File: src/sv/spq_pkg.sv
// Shared types and codes for the stable priority queue.
// Holds the entry layout, the opcode and status codes and the default depth.
// No dependencies.
package spq_pkg;

    // Default number of entries the queue holds
    localparam int QUEUE_DEPTH_DEF = 16;

    localparam int ID_W   = 16;
    localparam int PRIO_W = 8;
    localparam int ENTRY_W = ID_W + PRIO_W;
    localparam int STATUS_W = 2;

    // Opcodes carried on the input tuser
    localparam logic OP_ENQ = 1'b0;
    localparam logic OP_DEQ = 1'b1;

    // Result status codes carried on the output tuser
    localparam logic [STATUS_W-1:0] STATUS_OK    = 2'd0;
    localparam logic [STATUS_W-1:0] STATUS_EMPTY = 2'd1;
    localparam logic [STATUS_W-1:0] STATUS_FULL  = 2'd2;

    // One stored entry: priority in the upper byte, identifier below
    typedef struct packed {
        logic signed [PRIO_W-1:0] prio;
        logic [ID_W-1:0]          id;
    } t_entry;

endpackage

File: src/sv/spq_ram.sv
// Entry memory of the stable priority queue: one write port, one read port,
// read data registered.
// Depends on spq_pkg for the entry type.
module spq_ram #(
    parameter int QUEUE_DEPTH = spq_pkg::QUEUE_DEPTH_DEF,
    parameter int AW = $clog2(QUEUE_DEPTH)
) (
    input  logic            i_clk,
    input  logic            i_we,
    input  logic [AW-1:0]   i_waddr,
    input  spq_pkg::t_entry i_wdata,
    input  logic [AW-1:0]   i_raddr,
    output spq_pkg::t_entry o_rdata
);
    import spq_pkg::*;

    t_entry r_mem [QUEUE_DEPTH];
    t_entry r_rdata;

    // Write the addressed entry
    always_ff @(posedge i_clk) begin
        if (i_we) begin
            r_mem[i_waddr] <= i_wdata;
        end
    end

    // Register the read data
    always_ff @(posedge i_clk) begin
        r_rdata <= r_mem[i_raddr];
    end

    assign o_rdata = r_rdata;

endmodule

File: src/sv/stable_priority_queue.sv
// Stable priority queue top level: stream handshake, insertion sequencer
// and result register around the entry memory.
// Depends on spq_pkg and spq_ram.
//
// Usage:
//   Input channel (s_axis): tuser is the opcode (enqueue or dequeue), tdata
//   holds the task identifier and signed priority. Output channel (m_axis):
//   tuser is the status (ok, empty, full), tdata the dequeued identifier and
//   priority, zero for enqueues and failed dequeues. Every input transaction
//   gives exactly one output transaction, in order.
//   Entries sit in a circular buffer kept in priority order, front at the
//   head pointer. A dequeue reads the head entry, then passes through S_DEQ
//   and S_DONE. An enqueue walks from the tail toward the head in S_SCAN,
//   one entry per cycle through the single read port, moving each entry of
//   lower priority one place back; it visits at most QUEUE_DEPTH - 1 stored
//   entries, goes to S_INS if it passes the head entry, and ends in S_DONE.
//   S_DONE hands the result to the output register.
//   Full enqueues, enqueues into an empty queue and empty dequeues go
//   straight from S_IDLE to S_DONE.
//   One transaction is worked at a time; o_s_axis_tready is high only while
//   the sequencer is idle. A stalled receiver holds the result register and
//   the finished result of the next transaction waits behind it.
//   Reset empties the queue at once; memory contents are not cleared.
module stable_priority_queue #(
    parameter int QUEUE_DEPTH = spq_pkg::QUEUE_DEPTH_DEF
) (
    input  logic        i_clk,
    input  logic        i_rst_n,
    input  logic        i_s_axis_tvalid,
    output logic        o_s_axis_tready,
    input  logic [23:0] i_s_axis_tdata,   // [15:0] task_id, [23:16] task_priority
    input  logic        i_s_axis_tuser,   // [0] opcode
    output logic        o_m_axis_tvalid,
    input  logic        i_m_axis_tready,
    output logic [23:0] o_m_axis_tdata,   // [15:0] out_id, [23:16] out_priority
    output logic [1:0]  o_m_axis_tuser    // [1:0] status
);
    import spq_pkg::*;

    localparam int AW = $clog2(QUEUE_DEPTH);
    localparam int CW = $clog2(QUEUE_DEPTH + 1);

    localparam logic [2:0] S_IDLE = 3'd0;
    localparam logic [2:0] S_SCAN = 3'd1;
    localparam logic [2:0] S_INS  = 3'd2;
    localparam logic [2:0] S_DEQ  = 3'd3;
    localparam logic [2:0] S_DONE = 3'd4;

    // Circular pointer steps
    function automatic logic [AW-1:0] ptr_inc(input logic [AW-1:0] p);
        ptr_inc = (p == AW'(QUEUE_DEPTH - 1)) ? '0 : p + 1'b1;
    endfunction

    function automatic logic [AW-1:0] ptr_dec(input logic [AW-1:0] p);
        ptr_dec = (p == '0) ? AW'(QUEUE_DEPTH - 1) : p - 1'b1;
    endfunction

    logic [2:0]          r_state, n_state;
    logic [CW-1:0]       r_count, n_count;
    logic [AW-1:0]       r_head, n_head;
    logic [AW-1:0]       r_tail, n_tail;
    logic [AW-1:0]       r_ptr, n_ptr;
    t_entry              r_new, n_new;
    logic [STATUS_W-1:0] r_res_status, n_res_status;
    t_entry              r_res_entry, n_res_entry;
    logic                r_out_valid, n_out_valid;
    logic [STATUS_W-1:0] r_out_status, n_out_status;
    t_entry              r_out_entry, n_out_entry;

    logic            w_s_accept;
    t_entry          w_in_entry;
    logic            w_ram_we;
    logic [AW-1:0]   w_ram_waddr;
    t_entry          w_ram_wdata;
    logic [AW-1:0]   w_ram_raddr;
    t_entry          w_ram_rdata;

    assign w_s_accept = i_s_axis_tvalid && o_s_axis_tready;
    assign w_in_entry = t_entry'(i_s_axis_tdata);

    spq_ram #(
        .QUEUE_DEPTH(QUEUE_DEPTH),
        .AW(AW)
    ) u_ram (
        .i_clk  (i_clk),
        .i_we   (w_ram_we),
        .i_waddr(w_ram_waddr),
        .i_wdata(w_ram_wdata),
        .i_raddr(w_ram_raddr),
        .o_rdata(w_ram_rdata)
    );

    // Sequence one transaction: a read and a write of the same entry in one cycle
    // occur only where the read data goes unused, and each write lands before any later read of it.
    always_comb begin
        n_state      = r_state;
        n_count      = r_count;
        n_head       = r_head;
        n_tail       = r_tail;
        n_ptr        = r_ptr;
        n_new        = r_new;
        n_res_status = r_res_status;
        n_res_entry  = r_res_entry;
        n_out_valid  = r_out_valid && !i_m_axis_tready;
        n_out_status = r_out_status;
        n_out_entry  = r_out_entry;
        w_ram_we     = 1'b0;
        w_ram_waddr  = r_tail;
        w_ram_wdata  = r_new;
        w_ram_raddr  = r_head;

        case (r_state)
            S_IDLE: begin
                if (w_s_accept) begin
                    n_new       = w_in_entry;
                    n_res_entry = '0;
                    if (i_s_axis_tuser == OP_ENQ) begin
                        if (r_count == CW'(QUEUE_DEPTH)) begin
                            // Drop the entry, report full
                            n_res_status = STATUS_FULL;
                            n_state      = S_DONE;
                        end else if (r_count == '0) begin
                            // Empty queue: write straight at the tail
                            w_ram_we     = 1'b1;
                            w_ram_waddr  = r_tail;
                            w_ram_wdata  = w_in_entry;
                            n_tail       = ptr_inc(r_tail);
                            n_count      = r_count + 1'b1;
                            n_res_status = STATUS_OK;
                            n_state      = S_DONE;
                        end else begin
                            // Start the walk at the last stored entry
                            w_ram_raddr = ptr_dec(r_tail);
                            n_ptr       = ptr_dec(r_tail);
                            n_state     = S_SCAN;
                        end
                    end else begin
                        if (r_count == '0) begin
                            n_res_status = STATUS_EMPTY;
                            n_state      = S_DONE;
                        end else begin
                            w_ram_raddr = r_head;
                            n_state     = S_DEQ;
                        end
                    end
                end
            end
            S_SCAN: begin
                w_ram_we    = 1'b1;
                w_ram_waddr = ptr_inc(r_ptr);
                if ($signed(w_ram_rdata.prio) >= $signed(r_new.prio)) begin
                    // Insert behind the entry of equal or higher priority
                    w_ram_wdata  = r_new;
                    n_tail       = ptr_inc(r_tail);
                    n_count      = r_count + 1'b1;
                    n_res_status = STATUS_OK;
                    n_state      = S_DONE;
                end else begin
                    // Move the lower priority entry one place back
                    w_ram_wdata = w_ram_rdata;
                    if (r_ptr == r_head) begin
                        n_state = S_INS;
                    end else begin
                        w_ram_raddr = ptr_dec(r_ptr);
                        n_ptr       = ptr_dec(r_ptr);
                    end
                end
            end
            S_INS: begin
                // New entry goes to the front
                w_ram_we     = 1'b1;
                w_ram_waddr  = r_head;
                w_ram_wdata  = r_new;
                n_tail       = ptr_inc(r_tail);
                n_count      = r_count + 1'b1;
                n_res_status = STATUS_OK;
                n_state      = S_DONE;
            end
            S_DEQ: begin
                // Return the front entry and advance the head
                n_res_entry  = w_ram_rdata;
                n_res_status = STATUS_OK;
                n_head       = ptr_inc(r_head);
                n_count      = r_count - 1'b1;
                n_state      = S_DONE;
            end
            S_DONE: begin
                // Hand the result over once the output register is free
                if (!r_out_valid || i_m_axis_tready) begin
                    n_out_valid  = 1'b1;
                    n_out_status = r_res_status;
                    n_out_entry  = r_res_entry;
                    n_state      = S_IDLE;
                end
            end
            default: begin
                n_state = S_IDLE;
            end
        endcase
    end

    // Control registers
    always_ff @(posedge i_clk) begin
        if (!i_rst_n) begin
            r_state     <= S_IDLE;
            r_count     <= '0;
            r_head      <= '0;
            r_tail      <= '0;
            r_out_valid <= 1'b0;
        end else begin
            r_state     <= n_state;
            r_count     <= n_count;
            r_head      <= n_head;
            r_tail      <= n_tail;
            r_out_valid <= n_out_valid;
        end
    end

    // Payload registers
    always_ff @(posedge i_clk) begin
        r_ptr        <= n_ptr;
        r_new        <= n_new;
        r_res_status <= n_res_status;
        r_res_entry  <= n_res_entry;
        r_out_status <= n_out_status;
        r_out_entry  <= n_out_entry;
    end

    assign o_s_axis_tready = (r_state == S_IDLE);
    assign o_m_axis_tvalid = r_out_valid;
    assign o_m_axis_tdata  = r_out_entry;
    assign o_m_axis_tuser  = r_out_status;

    // Tail position implied by head and count, for checking
    logic [AW:0] w_tail_sum;
    logic [AW:0] w_tail_wrap;
    assign w_tail_sum  = {1'b0, r_head} + (AW + 1)'(r_count);
    assign w_tail_wrap = (w_tail_sum >= (AW + 1)'(QUEUE_DEPTH))
                         ? w_tail_sum - (AW + 1)'(QUEUE_DEPTH) : w_tail_sum;

    a_count_bound: assert property (@(posedge i_clk) disable iff (!i_rst_n)
        r_count <= CW'(QUEUE_DEPTH))
        else $error("entry count exceeds queue depth");

    a_tail_track: assert property (@(posedge i_clk) disable iff (!i_rst_n)
        (r_state == S_IDLE) |-> (w_tail_wrap[AW-1:0] == r_tail))
        else $error("tail pointer out of step with head and count");

    a_one_at_a_time: assert property (@(posedge i_clk) disable iff (!i_rst_n)
        w_s_accept |=> !o_s_axis_tready)
        else $error("second transaction taken while one is in work");

    a_status_code: assert property (@(posedge i_clk) disable iff (!i_rst_n)
        o_m_axis_tvalid |-> (o_m_axis_tuser == STATUS_OK ||
                             o_m_axis_tuser == STATUS_EMPTY ||
                             o_m_axis_tuser == STATUS_FULL))
        else $error("undefined status on output");

endmodule
File: config.mk
export PLATFORM = sky130hd
export DESIGN_NAME = stable_priority_queue
export DESIGN_NICKNAME = d
export VERILOG_FILES = /design/src/sv/spq_pkg.sv /design/src/sv/spq_ram.sv /design/src/sv/stable_priority_queue.sv
export SDC_FILE = /design/constraint.sdc
export NUM_CORES = 1
export LEC_CHECK = 0
export ABC_AREA = 1
export BUFFER_PORTS_ARGS = -buffer_cell sky130_fd_sc_hd__buf_2
export CAP_MARGIN = 10
export CORE_AREA = 2 2 244 222
export CTS_BUF_LIST = sky130_fd_sc_hd__clkbuf_16
export CTS_CLUSTER_DIAMETER = 40
export DETAILED_ROUTE_END_ITERATION = 10
export DIE_AREA = 0 0 246 224
export SETUP_SLACK_MARGIN = 0.3
export SLEW_MARGIN = 40
export SYNTH_ARGS = -nofsm -noshare
export SYNTH_HDL_FRONTEND = slang
export SYNTH_SLANG_ARGS = --single-unit
File: constraint.sdc
create_clock -name i_clk -period 4 [get_ports i_clk]
set_input_delay 1 -clock i_clk [delete_from_list [all_inputs] [get_ports i_clk]]
set_output_delay 1 -clock i_clk [all_outputs]
set_load 0.005 [all_outputs]
## After elaboration in Yosys (flattened, before gate mapping)

Memory sizes are Yosys's and may differ from the RTL's. A register that Yosys moved wholly into a read port is not among the register bits.
Cells that the tools add are included.

| cells by class | value |
|---|---|
| add/subtract/negate cells | 7 |
| $mul | 0 |
| divide/modulo/power cells | 0 |
| order comparisons | 1 |
| equality and inequality tests | 21 |
| shift operators | 0 |
| mux-type cells | 65 |
| bitwise operators | 0 |
| reductions and logical operators | 24 |

Operators by type and width:

| cell | count |
|---|---|
| $mux 24 | 6 |
| $pmux 24 s2 | 2 |
| $mux 4 | 22 |
| $mux 5 | 5 |
| $mux 3 | 8 |
| $pmux 4 s2 | 3 |
| $pmux 5 s4 | 1 |
| $ne 2x2->1 const B | 7 |
| $add 4x1->4 const B | 3 |
| $eq 4x4->1 const B | 3 |
| $mux 2 | 6 |
| $pmux 3 s4 | 1 |
| $pmux 4 s3 | 1 |
| $reduce_and 6->1 | 2 |
| $ge 8x8->1 | 1 |
| $logic_not 4->1 | 2 |
| $mux 1 | 8 |
| $sub 4x1->4 const B | 2 |
| $reduce_and 7->1 | 1 |
| $eq 3x2->1 const B | 2 |
| $pmux 2 s3 | 1 |
| $reduce_and 2->1 | 3 |
| $reduce_bool 3->1 | 2 |
| $add 5x1->5 const B | 1 |
| 20 further kinds | 25 |

| word-level totals | value |
|---|---|
| flip-flop bits (word level) | 97 |
| bits in latches | 0 |
| bits in writable memories | 384 |
| memory bits (read-only) | 0 |
| input port bits | 29 |
| output and inout port bits | 28 |
| logic and storage cells | 133 |
| memories | 1 |

Memories:

| memory | depth | width | read ports | clocked after memory_dff | wr ports | RTL line | RTL |
|---|---|---|---|---|---|---|---|
| u_ram.r_mem | 16 | 24 | 1 | 1 | 1 | spq_ram.sv:17 | `t_entry r_mem [QUEUE_DEPTH];` |

## Depth between registers and ports, before layout

| depth | value |
|---|---|
| depth after elaboration | 8 |
| mapped depth | 22 |
| mapped depth without buffers | 20 |

## Hierarchy

A second synthesis with hierarchy kept.

| second synthesis, totals | value |
|---|---|
| cell total of the unflattened synthesis | 2214 |
| area, all modules | 22336.4 um^2 |

Modules (own cells, without submodules):

| module | times used | cells an instance | area each (um^2) |
|---|---|---|---|
| spq_ram | 1 | 1598 | 16950.0 |
| stable_priority_queue | 1 | 616 | 5386.4 |

## Worst setup path after synthesis

OpenSTA, ideal clock, no wires.

| timing | value |
|---|---|
| path type | input to register |
| start point | in i_s_axis_tvalid |
| end point | mem u_ram.r_mem[13][0] in the netlist's numbering, enable pin |
| arrival | 3344 ps |
| required time | 3595 ps |
| path slack | 252 ps |
| stages | 7 |
| path buffers | 1 |
| cells stage by stage | nand2_2 inv_1 nand4_1 clkbuf_1 a31oi_1 nand2_1 nor2_1 |

| between the ends | value |
|---|---|
| word-level cells in the longest chain between the ends | 5 |

Ends and longest elaborated chain:

| item | RTL line | RTL |
|---|---|---|
| start: declaration | stable_priority_queue.sv:29 | `input logic i_s_axis_tvalid,` |
| $logic_and 1x1->1 | stable_priority_queue.sv:78 | `assign w_s_accept = i_s_axis_tvalid && o_s_axis_tready;` |
| $mux 1 | stable_priority_queue.sv:114 | `if (w_s_accept) begin` |
| $pmux 1 s2 | stable_priority_queue.sv:112 | `case (r_state)` |
| $mux 1 | spq_ram.sv:22 | `if (i_we) begin` |
| $mux 1 (implied by the code) | spq_ram.sv:23 | `r_mem[i_waddr] <= i_wdata;` |
| end: declaration | spq_ram.sv:17 |  |

Every way passes these cells.

## Worst setup path after layout

| timing | value |
|---|---|
| start point | reg r_new[23] in the netlist's numbering |
| end point | reg, netlist name u_ram.o_rdata[9] |

| between the ends | value |
|---|---|
| word-level cells in the longest chain between the ends | 3 |

Ends and longest elaborated chain:

| item | RTL line | RTL |
|---|---|---|
| start: declaration | stable_priority_queue.sv:63 | `t_entry r_new, n_new;` |
| start signal: assignment | stable_priority_queue.sv:222 | `r_new <= n_new;` |
| $ge 8x8->1 | stable_priority_queue.sv:151 | `if ($signed(w_ram_rdata.prio) >= $signed(r_new.prio)) begin` |
| $mux 4 | stable_priority_queue.sv:151 |  |
| $pmux 4 s2 | stable_priority_queue.sv:112 |  |

Every way passes these cells.
A chain may end at the register's enable or synchronous reset.

==> impl_results.md <==
- Setup slack after layout: 0.6872 ns
- Worst Hold Class: reg -> reg
- Startpoint type of the worst setup path: register
- Global-route wire length before repair: 90.48 mm
- Status: completed
- Die Ht: 224 um
- Inserted Diodes: 0
- Top_reg_cell synth: edfxtp_1
- Reg2reg start: r_new[23]$_DFFE_PP_
- Clk pwr share: 24.0%
- DR WL/cell: 19.50 um
- # rows: 80
- Number of global-route vias before repair: 15310
- Synth cell types: 37
- TritonCTS Sinks: 505
- Synth async-reset ratio: 0%
- Combinational share of power: 41.0%
- # IOs: 57
- Area Growth Syn to Fin: 16.24%
- Layout cells sized above 1: 11.77%
- Post-synthesis sequential area ratio: 66.08%
- Mapped Area: 22330 sq um
- RSZ-0062 raised after global routing: no
- Final setup fails: 0
- Tmin final: 3.313 ns
- Post-CTS Hold Fix Bufs: 0
- Max Slew Vio Count: 0
- # H-tree levels: 3
- WL met2: 26.32 mm
- Placed Area: 23770 sq um
- CP Cell Sequence: inv_1 > ha_1 > a21o_1 > nor2_1 > nand3_1 > nand3_2 > nand3_1 > nand3_4 > buf_12 > buf_16 > nand3_1 > nand3_1 > nand3_1 > nand3_1 > nand2_1
- CTS tree: yes
- Met3 routed WL: 4.642 mm
- CP delay by family, top: simple AND/OR/NAND/NOR gates
- GP Congestion: 0.8470
- Fmax: 301.9 MHz
- DRT antenna net count: 0
- Largest net degree at the start of global routing: 193
- Arr. time, crit path: 3.78 ns
- Drt drc: 0
- Syn Inst Count: 2170
- Die Wd: 246 um
- Post-CTS Setup Bufs: 0
- Slowest stage cell, crit path: buf_16
- Share of the synthesized area in the top cell type: 62.40%
- HPWL after detailed placement: 33.06 mm
- Hold Fails Final Rpt: 0
- Layout Utilization: 49.39%
- Uppermost layer routed: met4
- DRT Pass-1 Iters: 6
- Slew HR: 47.26%
- DR iter-0 viols: 1494
- Commonest non-fill, non-tap cell in the layout: nand2_1
- Worst Hold Depth: 0
- CTS root buffer: clkbuf_16
- Filler instances: 4628
- GRT Overall Usage: 21.41%
- Number of max-cap violations: 0
- Initial Util: 42.49%
- Worst path max stage delay: 0.45 ns
- Reg2Reg Setup Slack: 0.69 ns
- P_int: 14.13 mW
- Wl on met1: 25.90 mm
- Min-delay src: r_res_entry[17]$_SDFFCE_PN0P_
- Worst Max-Slew Pin Slew: 0.7911 ns
- Post-route design area: 25960 sq um
- Setup WS pre-CTS: 0.6477 ns
- Gates resized, CTS repair: 0
- PortBufs: 56
- Clock Skew: 0.02310 ns
- Cell Pwr Density: 917.8 nW/um^2
- Sequential power share: 35.0%
- Number of flops mapped to enable cells by yosys: 464
- Die ar.: 55100 sq um
- GR Overflow Total: 0
- CP Class: reg -> reg
- R2r endpoint: u_ram.o_rdata[9]$_DFF_P_
- Switch Pwr: 9.692 mW
- Final period util: 82.82%
- Commonest cells after routing, fill and taps aside: 471 x nand2_1, 464 x edfxtp_1, 447 x nand3_1
- Syn Nets: 2217
- Via count: 15870
- CTS max path bufs: 3
- Post-synth top area cell: edfxtp_1
- Worst Path Required: 4.47 ns
- Drt total wl: 58.15 mm
- Clk_lat worst skew: 0.59 ns
- CP most frequent cell: nand3_1
- Nature of the critical path endpoint: register
- Largest cells by area after synthesis: edfxtp_1 62%, nand3_1 10%, nand2_1 8.0%, inv_1 4.7%, dfxtp_1 3.7%
- CTS clk-pin slew, worst paths: 0.06 ns
- Initial antenna violation count: 0
- Vias per Instance: 5.322
- CP max FO: 124
- Flop and latch count out of synthesis: 505
- Leak pwr: 10.60 nW
- Average cell area after synthesis: 10.29 sq um
- Peak supply drop: 586.5 uV
- Synth warn: 0
- Core area: 52550 sq um
- Hold EP: o_m_axis_tdata[17]$_DFFE_PP_
- Sw Ratio: 40.68%
- R2r worst-path depth: 15
- Nets: 2279
- Setup TNS: 0 ns
- Buf+Inv Stages, Crit Path: 3
- Total CTS buffers: 67
==> power groups by stage <==
stage	Clock [mW]	Combinational (mW)	Sequential, mW
2_1_floorplan	0	6.23	8.37
3_3_place_gp	0	9.47	8.43
3_5_place_dp	0	9.65	8.44
4_1_cts	5.82	9.70	8.34
5_1_grt	6.03	10.9	8.42
6_report	5.72	9.76	8.34
==> state kept, by name, indices dropped and copies added, names as in the netlist <==
name,cells
o_m_axis_tuser,2
u_ram.r_mem,384
r_state,3
r_tail,4
o_m_axis_tdata,24
u_ram.o_rdata,24
r_res_status,2
r_head,4
r_ptr,4
r_new,24
o_m_axis_tvalid,1
r_count,5
r_res_entry,24
==> area by class of cell <==
class / count / area, sq um / share of cell area (%)
Timing Repair Buffer: 116 / 1046 / 4.030
Tap cell: 697 / 872.1 / 3.360
Clock buffer: 71 / 1777 / 6.845
Multi-Input combinational cell: 1253 / 6033 / 23.24
Inverter: 289 / 1087 / 4.189
Sequential cell: 505 / 14750 / 56.84
Clock inverter: 51 / 386.6 / 1.490
==> how the worst max path moves through the flow <==
stage / start / to / slack (ns) / cells past startpoint
2_1_floorplan: i_s_axis_tvalid / u_ram.r_mem[13][0]$_DFFE_PP_ / 0.25 / 7
3_3_place_gp: i_s_axis_tvalid / u_ram.r_mem[14][19]$_DFFE_PP_ / 0.59 / 8
3_5_place_dp: i_s_axis_tvalid / u_ram.r_mem[13][9]$_DFFE_PP_ / 0.65 / 9
4_1_cts: r_new[23]$_DFFE_PP_ / u_ram.o_rdata[16]$_DFF_P_ / 0.77 / 16
5_1_grt: r_new[23]$_DFFE_PP_ / u_ram.o_rdata[9]$_DFF_P_ / 0.34 / 17
6_report: r_new[23]$_DFFE_PP_ / u_ram.o_rdata[9]$_DFF_P_ / 0.69 / 15
==> cells by family (layout without fill, tap and decap cells) <==
kind of cell,count (synthesis),count (layout),synth area share (%)
XOR/XNOR,10,10,0.3923
AO/OA/AOI/OAI,178,178,4.158
buffers and inverters,412,527,7.766
AND/OR/NAND/NOR,1047,1047,20.56
flip-flops,505,505,66.08
adder cells (fa/ha/maj),18,18,1.042
==> cell usage after synthesis, types with 3 or more instances <==
cell / number
ha_1: 17
nand3_2: 3
edfxtp_1: 464
o21ai_1: 3
dfxtp_1: 41
a31oi_1: 4
clkbuf_1: 42
nand3_1: 447
buf_2: 51
o221ai_1: 3
buf_6: 11
a211oi_1: 4
a21oi_1: 70
nand2_1: 473
o21ai_0: 90
buf_4: 10
nand2_2: 5
inv_2: 6
xor2_1: 9
inv_1: 282
nor2_4: 5
nor2_1: 100
buf_1: 8
nand4_1: 4
nor3_1: 4
==> through the flow <==
step	std cells	hold WS [ns]	power [mW]
after floorplan	2170	0.4003	14.60
after global placement	2858	0.4019	17.90
after detailed placement	2859	0.4052	18.09
after CTS	2981	0.4163	23.87
after global routing	2982	0.4246	25.30
final	2982	0.4161	23.82
==> metal layers <==
layer  global-route usage (%)  up-vias
li1                         -     7470
met4                    7.410        0
met2                    32.58      633
met3                    3.798      109
met1                    30.87     7657
met5                        0        -
Note: power is estimated with default switching activity, not from simulation.
